`src/design/psimd_pkg.sv`:
```
`default_nettype none
package psimd_pkg;

    localparam int BYTE_W     = 8;
    localparam int HALF_W     = 16;
    localparam int BYTE_LANES = 4;
    localparam int HALF_LANES = 2;

    // Operation code ranges and single codes
    localparam logic [5:0] OP_ADDSUB_LO = 6'd0;
    localparam logic [5:0] OP_ADDSUB_HI = 6'd7;
    localparam logic [5:0] OP_EXCH_LO   = 6'd8;
    localparam logic [5:0] OP_EXCH_HI   = 6'd15;
    localparam logic [5:0] OP_HALVE_LO  = 6'd16;
    localparam logic [5:0] OP_HALVE_HI  = 6'd23;
    localparam logic [5:0] OP_SAT_LO    = 6'd24;
    localparam logic [5:0] OP_SAT_HI    = 6'd31;
    localparam logic [5:0] OP_USAD8     = 6'd32;
    localparam logic [5:0] OP_SEL       = 6'd33;

    typedef enum logic [1:0] {
        MODE_GE,
        MODE_HALF,
        MODE_SAT,
        MODE_ABS
    } lane_mode_t;

    typedef enum logic [2:0] {
        KIND_NONE,
        KIND_BYTE,
        KIND_HALF,
        KIND_EXCH,
        KIND_SAD,
        KIND_SEL
    } op_kind_t;

    typedef struct packed {
        lane_mode_t mode;
        logic       sgn;
        logic       add;
    } lane_ctrl_t;

    typedef struct packed {
        op_kind_t   kind;
        lane_ctrl_t lane;
        logic       ge_wr;
    } op_ctrl_t;

    // Bit 0: signed, bit 1: subtract (or sub-add for exchange), bit 2: halfword or halving
    function automatic op_ctrl_t decode_op(input logic [5:0] op);
        op_ctrl_t c;
        c.kind      = op[2] ? KIND_HALF : KIND_BYTE;
        c.lane.sgn  = op[0];
        c.lane.add  = ~op[1];
        c.lane.mode = MODE_GE;
        c.ge_wr     = 1'b0;
        case (op) inside
            [OP_ADDSUB_LO:OP_ADDSUB_HI]:
            begin
                c.ge_wr = 1'b1;
            end
            [OP_EXCH_LO:OP_EXCH_HI]:
            begin
                c.kind      = KIND_EXCH;
                c.lane.add  = op[1];
                c.lane.mode = op[2] ? MODE_HALF : MODE_GE;
                c.ge_wr     = ~op[2];
            end
            [OP_HALVE_LO:OP_HALVE_HI]:
            begin
                c.lane.mode = MODE_HALF;
            end
            [OP_SAT_LO:OP_SAT_HI]:
            begin
                c.lane.mode = MODE_SAT;
            end
            OP_USAD8:
            begin
                c.kind      = KIND_SAD;
                c.lane.sgn  = 1'b0;
                c.lane.add  = 1'b0;
                c.lane.mode = MODE_ABS;
            end
            OP_SEL:
            begin
                c.kind = KIND_SEL;
            end
            default:
            begin
                c.kind = KIND_NONE;
            end
        endcase
        return c;
    endfunction

endpackage
`default_nettype wire

```
`src/design/psimd_lane.sv`:
```
`default_nettype none
module psimd_lane #(
    parameter int W = 8
) (
    input  wire logic [W-1:0]         x,
    input  wire logic [W-1:0]         y,
    input  wire psimd_pkg::lane_ctrl_t ctrl,
    output logic      [W-1:0]         value,
    output logic                      flag
);
    import psimd_pkg::*;

    localparam int RW = W + 2;

    logic [RW-1:0] xe;
    logic [RW-1:0] ye;
    logic [RW-1:0] r;
    logic [RW-1:0] r_abs;
    logic          neg;

    assign xe    = {{2{ctrl.sgn & x[W-1]}}, x};
    assign ye    = {{2{ctrl.sgn & y[W-1]}}, y};
    assign r     = ctrl.add ? (xe + ye) : (xe - ye);
    assign neg   = r[RW-1];
    assign r_abs = {RW{1'b0}} - r;

    // GE: signed or unsigned-subtract on a non-negative result, unsigned add on carry out
    assign flag = ctrl.sgn ? ~neg : (ctrl.add ? r[W] : ~neg);

    always_comb
    begin
        case (ctrl.mode)
            MODE_GE:
            begin
                value = r[W-1:0];
            end
            MODE_HALF:
            begin
                value = r[W:1];
            end
            MODE_SAT:
            begin
                if (ctrl.sgn)
                begin
                    if (r[W] != r[W-1])
                        value = r[W] ? {1'b1, {(W-1){1'b0}}} : {1'b0, {(W-1){1'b1}}};
                    else
                        value = r[W-1:0];
                end
                else if (ctrl.add)
                begin
                    value = r[W] ? {W{1'b1}} : r[W-1:0];
                end
                else
                begin
                    value = neg ? {W{1'b0}} : r[W-1:0];
                end
            end
            MODE_ABS:
            begin
                value = neg ? r_abs[W-1:0] : r[W-1:0];
            end
            default:
            begin
                value = r[W-1:0];
            end
        endcase
    end

endmodule
`default_nettype wire

```
`src/design/psimd_merge.sv`:
```
`default_nettype none
module psimd_merge (
    input  wire psimd_pkg::op_ctrl_t ctrl,
    input  wire logic [3:0][7:0]     byte_val,
    input  wire logic [3:0]          byte_flag,
    input  wire logic [1:0][15:0]    half_val,
    input  wire logic [1:0]          half_flag,
    input  wire logic [31:0]         sel_a,
    input  wire logic [31:0]         sel_b,
    input  wire logic [3:0]          sel_ge,
    output logic      [31:0]         result,
    output logic      [3:0]          ge_out,
    output logic                     ge_written
);
    import psimd_pkg::*;

    logic [9:0]  sad;
    logic [31:0] sel_word;
    logic [3:0]  ge_all;

    assign sad = {2'b00, byte_val[0]} + {2'b00, byte_val[1]}
               + {2'b00, byte_val[2]} + {2'b00, byte_val[3]};

    always_comb
    begin
        for (int i = 0; i < BYTE_LANES; i++)
            sel_word[i*BYTE_W +: BYTE_W] = sel_ge[i] ? sel_a[i*BYTE_W +: BYTE_W]
                                                     : sel_b[i*BYTE_W +: BYTE_W];
    end

    // Halfword lanes drive both GE bits of their pair of bytes
    assign ge_all = (ctrl.kind == KIND_BYTE) ? byte_flag
                  : {{2{half_flag[1]}}, {2{half_flag[0]}}};

    always_comb
    begin
        case (ctrl.kind)
            KIND_BYTE:              result = byte_val;
            KIND_HALF, KIND_EXCH:   result = half_val;
            KIND_SAD:               result = {22'd0, sad};
            KIND_SEL:               result = sel_word;
            default:                result = 32'd0;
        endcase
    end

    assign ge_out     = ctrl.ge_wr ? ge_all : 4'd0;
    assign ge_written = ctrl.ge_wr;

endmodule
`default_nettype wire

```
`src/design/packed_simd_add_sub_unit_top.sv`:
```
`default_nettype none
// Packed SIMD add/subtract unit: an accepted item passes through the lane stage register and then the output register.
// Throughput: one item per cycle while out_stall is low; each stage advances when the one after it is empty or moving.
// in_stall rises only when both stages hold items and the output side stalls.
// Reset (rst_n, asynchronous, active low) empties both stages; payload is not cleared.
module packed_simd_add_sub_unit_top (
    input  wire logic        clk,
    input  wire logic        rst_n,
    input  wire logic        in_valid,
    output logic             in_stall,
    input  wire logic [5:0]  operation,
    input  wire logic [31:0] operand_a,
    input  wire logic [31:0] operand_b,
    input  wire logic [3:0]  ge_in,
    output logic             out_valid,
    input  wire logic        out_stall,
    output logic [31:0]      result,
    output logic [3:0]       ge_out,
    output logic             ge_written
);
    import psimd_pkg::*;

    // ---------------------------------------------------------------
    // Decode and lane control
    // ---------------------------------------------------------------
    op_ctrl_t   dec;
    lane_ctrl_t half_ctrl [HALF_LANES];
    logic       exch;

    assign dec  = decode_op(operation);
    assign exch = (dec.kind == KIND_EXCH);

    // Exchange ops: the low lane takes the decoded direction, the high lane the opposite
    always_comb
    begin
        half_ctrl[0]     = dec.lane;
        half_ctrl[1]     = dec.lane;
        half_ctrl[1].add = exch ? ~dec.lane.add : dec.lane.add;
    end

    // ---------------------------------------------------------------
    // Parallel lanes: four byte lanes, two halfword lanes
    // ---------------------------------------------------------------
    logic [3:0][7:0]  byte_val_next;
    logic [3:0]       byte_flag_next;
    logic [1:0][15:0] half_val_next;
    logic [1:0]       half_flag_next;
    logic [15:0]      half_y [HALF_LANES];

    genvar gi;
    generate
        for (gi = 0; gi < BYTE_LANES; gi++)
        begin : g_byte
            psimd_lane #(.W(BYTE_W)) u_lane (
                .x     (operand_a[gi*BYTE_W +: BYTE_W]),
                .y     (operand_b[gi*BYTE_W +: BYTE_W]),
                .ctrl  (dec.lane),
                .value (byte_val_next[gi]),
                .flag  (byte_flag_next[gi])
            );
        end
    endgenerate

    // Swap the halves of operand_b for the exchange forms
    assign half_y[0] = exch ? operand_b[31:16] : operand_b[15:0];
    assign half_y[1] = exch ? operand_b[15:0]  : operand_b[31:16];

    generate
        for (gi = 0; gi < HALF_LANES; gi++)
        begin : g_half
            psimd_lane #(.W(HALF_W)) u_lane (
                .x     (operand_a[gi*HALF_W +: HALF_W]),
                .y     (half_y[gi]),
                .ctrl  (half_ctrl[gi]),
                .value (half_val_next[gi]),
                .flag  (half_flag_next[gi])
            );
        end
    endgenerate

    // ---------------------------------------------------------------
    // Flow control: a stage advances when the one after it is empty or moving
    // ---------------------------------------------------------------
    logic s1_valid_reg;
    logic out_valid_reg;
    logic s2_advance;
    logic s1_advance;
    logic in_accept;

    assign s2_advance = ~out_valid_reg | ~out_stall;
    assign s1_advance = ~s1_valid_reg | s2_advance;
    assign in_stall   = ~s1_advance;
    assign in_accept  = in_valid & s1_advance;
    assign out_valid  = out_valid_reg;

    always_ff @(posedge clk or negedge rst_n)
    begin
        if (!rst_n)
        begin
            s1_valid_reg  <= 1'b0;
            out_valid_reg <= 1'b0;
        end
        else
        begin
            if (s1_advance)
                s1_valid_reg <= in_valid;
            if (s2_advance)
                out_valid_reg <= s1_valid_reg;
        end
    end

    // ---------------------------------------------------------------
    // Lane stage registers
    // ---------------------------------------------------------------
    op_ctrl_t         ctrl_reg;
    logic [3:0][7:0]  byte_val_reg;
    logic [3:0]       byte_flag_reg;
    logic [1:0][15:0] half_val_reg;
    logic [1:0]       half_flag_reg;
    logic [31:0]      a_reg;
    logic [31:0]      b_reg;
    logic [3:0]       ge_in_reg;

    always_ff @(posedge clk)
    begin
        if (in_accept)
        begin
            ctrl_reg      <= dec;
            byte_val_reg  <= byte_val_next;
            byte_flag_reg <= byte_flag_next;
            half_val_reg  <= half_val_next;
            half_flag_reg <= half_flag_next;
            a_reg         <= operand_a;
            b_reg         <= operand_b;
            ge_in_reg     <= ge_in;
        end
    end

    // ---------------------------------------------------------------
    // Merge lanes into the result word and GE flags
    // ---------------------------------------------------------------
    logic [31:0] result_next;
    logic [3:0]  ge_out_next;
    logic        ge_written_next;

    psimd_merge u_merge (
        .ctrl       (ctrl_reg),
        .byte_val   (byte_val_reg),
        .byte_flag  (byte_flag_reg),
        .half_val   (half_val_reg),
        .half_flag  (half_flag_reg),
        .sel_a      (a_reg),
        .sel_b      (b_reg),
        .sel_ge     (ge_in_reg),
        .result     (result_next),
        .ge_out     (ge_out_next),
        .ge_written (ge_written_next)
    );

    // Output register: hold while the item waits, load when moving on
    logic [31:0] result_reg;
    logic [3:0]  ge_out_reg;
    logic        ge_written_reg;

    always_ff @(posedge clk)
    begin
        if (s2_advance && s1_valid_reg)
        begin
            result_reg     <= result_next;
            ge_out_reg     <= ge_out_next;
            ge_written_reg <= ge_written_next;
        end
    end

    assign result     = result_reg;
    assign ge_out     = ge_out_reg;
    assign ge_written = ge_written_reg;

`ifndef ASSERT_OFF
    a_ge_clear_when_unwritten: assert property (@(posedge clk) disable iff (!rst_n)
        (out_valid_reg && !ge_written_reg) |-> (ge_out_reg == 4'd0))
        else $error("GE flags set on an item that does not write them");

    a_no_stall_when_empty: assert property (@(posedge clk) disable iff (!rst_n)
        !out_valid_reg |-> !in_stall)
        else $error("input stalled with the output register empty");

    a_accept_fills_stage: assert property (@(posedge clk) disable iff (!rst_n)
        (in_valid && !in_stall) |=> s1_valid_reg)
        else $error("accepted item lost from the lane stage");

    a_stage_drains: assert property (@(posedge clk) disable iff (!rst_n)
        (s1_valid_reg && !out_valid_reg) |=> out_valid_reg)
        else $error("lane stage item not moved to an empty output register");
`endif

endmodule
`default_nettype wire
```
`config.mk`:
```
export PLATFORM = sky130hd
export DESIGN_NAME = packed_simd_add_sub_unit_top
export DESIGN_NICKNAME = d
export VERILOG_FILES = /design/src/design/psimd_pkg.sv /design/src/design/psimd_lane.sv /design/src/design/psimd_merge.sv /design/src/design/packed_simd_add_sub_unit_top.sv
export SDC_FILE = /design/constraint.sdc
export NUM_CORES = 1
export LEC_CHECK = 0
export BUFFER_PORTS_ARGS = -buffer_cell sky130_fd_sc_hd__buf_2
export CORE_UTILIZATION = 50
export DETAILED_ROUTE_END_ITERATION = 10
export PLACE_DENSITY = 0.74
export RECOVER_POWER = 100
export SYNTH_ARGS = -nofsm -noshare
export SYNTH_HDL_FRONTEND = slang
export SYNTH_SLANG_ARGS = --single-unit
export TNS_END_PERCENT = 30
```
`constraint.sdc`:
```
create_clock -name clk -period 4.81 [get_ports clk]
set_input_delay 0.962 -clock clk [delete_from_list [all_inputs] [get_ports clk]]
set_output_delay 0.962 -clock clk [all_outputs]
set_load 0.005 [all_outputs]
```
==> impl_results.md <==
- Status: complete, but fails checks
- Failing checks: negative setup slack
- Routed len/inst: 24.0 um
- Synth Instances: slightly above 2000
- Dpl hpwl: roughly 58000 um
- Top Layer Used: met5
- Die height: ~190 um
- Synthesized area per cell: 8.65 sq um
- Initial core utilization: 0.507
- Commonest non-fill, non-tap cell in the layout: buf_4
- Core area: around 0.035 sq mm
- Comb pwr share: 0.632
- Area grow syn2layout: 41.1%
- Fin crit share: 1.11
- Ys async rst share: 0.0110
- Post-DP Area: 0.0227 sq mm
- Final WS setup: -510 ps
- NetSw: between 0.004 and 0.005 W
- DR WL met2: approximately 32000 um
- Placement Setup Slack: -1310 ps
- Setup crit start kind: input pin
- Main synth FF type: edfxtp_1
- Share of cells above drive strength 1: 0.355
- CTS Root Cell: clkbuf_16
- Seq pwr share: 0.218
- GRT Resource Usage Total: 0.407
- Max_cap viols: 0
- Pleak: between 10 and 15 nW
- CP Capture Type: flip-flop
- Clock skew: ~15 ps
- Largest net degree at the start of global routing: just under 60
- Final setup violating endpoints: 39
- Vias per cell: ~6.3
- WP buf/inv: 4
- Post-CTS Hold Fix Bufs: 0
- Clock Power Share: 0.150
- Clock sink count: around 180
- GPL Wtd Cong: slightly above 1
- PortBufs: ~120
- Hold slack: roughly 290 ps
- Met1 Wirelength: approximately 31000 um
- Unique cell type count in the Yosys netlist: just under 100
- Area of the die: ~0.036 sq mm
- Design Area, Final: 0.0247 sq mm
- Highest-count cells in the layout ignoring fill and taps: buf_4, edfxtp_1, nor2_1
- Peak Freq: roughly 0.19 GHz
- Max-slew violation count: 0
- Max_slew headroom: 0.209
- CP max stage cell: or3b_4
- Die Width: around 190 um
- Setup CP Type: input pin to flip-flop
- Cell Chain, Critical Path: buf_6, or3b_4, buf_12, a21oi_4, ha_2, a21boi_4, nand2_4, a21oi_4, o21ai_2, nand2_2, xor2_2, ha_1, buf_4, buf_6, a211o_1, a211o_1, a21oi_4, o311ai_4, and3_4, or2_4, o31a_1, a221oi_4, a21oi_2
- Int Pwr: about 0.0056 W
- Number of routed nets with antenna violations: 0
- CP required: roughly 5000 ps
- CP max stage delay: roughly 420 ps
- Worst Path Max Fanout: 6
- Final Critical Period: 5320 ps
- Clk pin slew, worst setup/hold paths: ~80 ps
- Sw Share: 0.427
- Final hold violation count: 0
- Arrival time worst endpoint: between 5000 and 6000 ps
- Tot Pwr: ~0.01 W
- Routed WL: 74300 um
- Routed met3 length: 8100 um
- Initial antenna violation count: 7
- Setup TNS: -12530 ps
- Clk_lat worst skew: roughly 460 ps
- Power Density: between 300 and 400 mW/mm^2
- Net count after synthesis: 2225
- Worst-margin pin slew: around 1200 ps
- Vias in the first global route: approximately 18000
- Crit path max-delay family: compound AO/OA/AOI/OAI gates
- Total grt overflow: 0
- H-tree depth: 4
- Most common cell on crit path: a21oi_4
- Worst Hold Class: input pin to async pin
- Rows: 68
- I/O pin count: 117
- Detailed-route via count: between 15000 and 20000
- 1st-iter DRT viols: roughly 2200
- Seq cells post-synth: between 150 and 200
- First-pass GRT wire length: 109000 um
- Number of warnings issued by yosys: 0
- Seq/Total Area, Yosys: 0.310
- Fillcell total: between 2000 and 3000
- Post-synth EDFFs: 179
- CTS tree: done
- Clock buffer depth: 2
- DRC Markers: 0
- Syn Std Cell Area: 0.0175 sq mm
- 1st-pass router iterations: 6
- Final nets: 2828
- Peak supply drop: 0.352 mV
- RSZ-0062 raised after global routing: yes
- Num CTS Buffers: 17
## final timing paths
path                                           startpoint                    endpoint  slack [ps]  cells past startpoint
worst min register to register   s1_valid_reg$_DFFE_PN0N_       out_valid$_DFFE_PN0P_         500                      1
worst max register to register  byte_val_reg[0]$_DFFE_PP_         result[8]$_DFFE_PP_         920                     14
min in group clk                 s1_valid_reg$_DFFE_PN0N_       out_valid$_DFFE_PN0P_         500                      1
worst min-delay path                                rst_n    s1_valid_reg$_DFFE_PN0N_         290                      1
max in group asynchronous                           rst_n       out_valid$_DFFE_PN0P_        4390                      1
worst max-delay path                         operation[4]  half_val_reg[12]$_DFFE_PP_        -510                     23
## stage by stage
stage / std cells / utilization
floorplan: 2024 / -
global placement: 3016 / 0.658
detailed placement: 3016 / 0.658
CTS: 3082 / 0.700
global route: 3096 / 0.715
finish: 3096 / 0.715
## cells in the mapped netlist (all sizes together) (22+ instances only)
library cell | count | area [sq um]
a21oi | 191 | 960
o21ai | 140 | 708
o21a | 22 | 165
nor2 | 185 | 697
xor2 | 69 | 604
xnor2 | 84 | 743
nor3 | 39 | 205
inv | 99 | 372
o22ai | 39 | 244
nand2 | 142 | 538
a22oi | 33 | 262
mux2i | 65 | 651
a31oi | 25 | 156
o211ai | 26 | 195
a21o | 33 | 248
clkbuf | 85 | 319
buf | 25 | 140
ha | 107 | 1340
nand2b | 25 | 156
a211oi | 42 | 320
edfxtp | 179 | 5380
nand3 | 39 | 195
## cells by family after synthesis
group,after synthesis,share of synthesized area
and+or+nand+nor,574,0.162
xor gates and xnor gates,154,0.0782
DFF,181,0.310
buffers and inverters,210,0.0476
AOI/OAI and AO/OA,712,0.266
adders and majority gates,123,0.0947
muxes,70,0.0416
## what timing repair did
item / 4_1_cts / 5_1_grt
setup buffers: 34 / 15
resized for setup: 136 / 119
endpoints found under the setup margin: 67 / 66
cloned: 2 / 0
pin swaps: 83 / 60
## layout make-up
class / instances / area [sq um] / share of cell area
diodes: 1 / 2.50 / 0.000101
clock buffers: 19 / 433 / 0.0175
clock inverters: 13 / 149 / 0.00603
inverters: 100 / 388 / 0.0157
multi-input cells: 1634 / 12600 / 0.510
flip-flops and latches: 181 / 5430 / 0.220
well taps: 455 / 569 / 0.0230
repair buffers: 693 / 5130 / 0.208
## worst reg2reg max path, cell delays in order, from the launching register on
cell and delay [ps]:
edfxtp_1 440, ha_1 270, fa_1 400, xnor2_1 330, fa_1 480, inv_1 110, ha_1 240, a21o_1 180
a21oi_1 210, o21bai_1 100, a21oi_1 240, o21bai_1 90, a21oi_1 180, xor2_1 200, o21ai_0 140
## layer usage
metal	track usage	vias up
met4	0.157	8
met5	0	-
li1	-	8830
met2	0.621	1211
met1	0.561	9373
met3	0.0879	230
## power by group through the flow
| stage | registers (W) | clock network (W) | logic (W) |
|---|---|---|---|
| 6_report | 0.00213 | 0.00147 | 0.00618 |
| 5_1_grt | 0.00215 | 0.00152 | 0.00659 |
| 4_1_cts | 0.00214 | 0.00147 | 0.00577 |
| 3_5_place_dp | 0.00217 | 0 | 0.00545 |
| 3_3_place_gp | 0.00216 | 0 | 0.00534 |
| 2_1_floorplan | 0.00212 | 0 | 0.00315 |
Note: power is estimated with default switching activity, not from simulation.
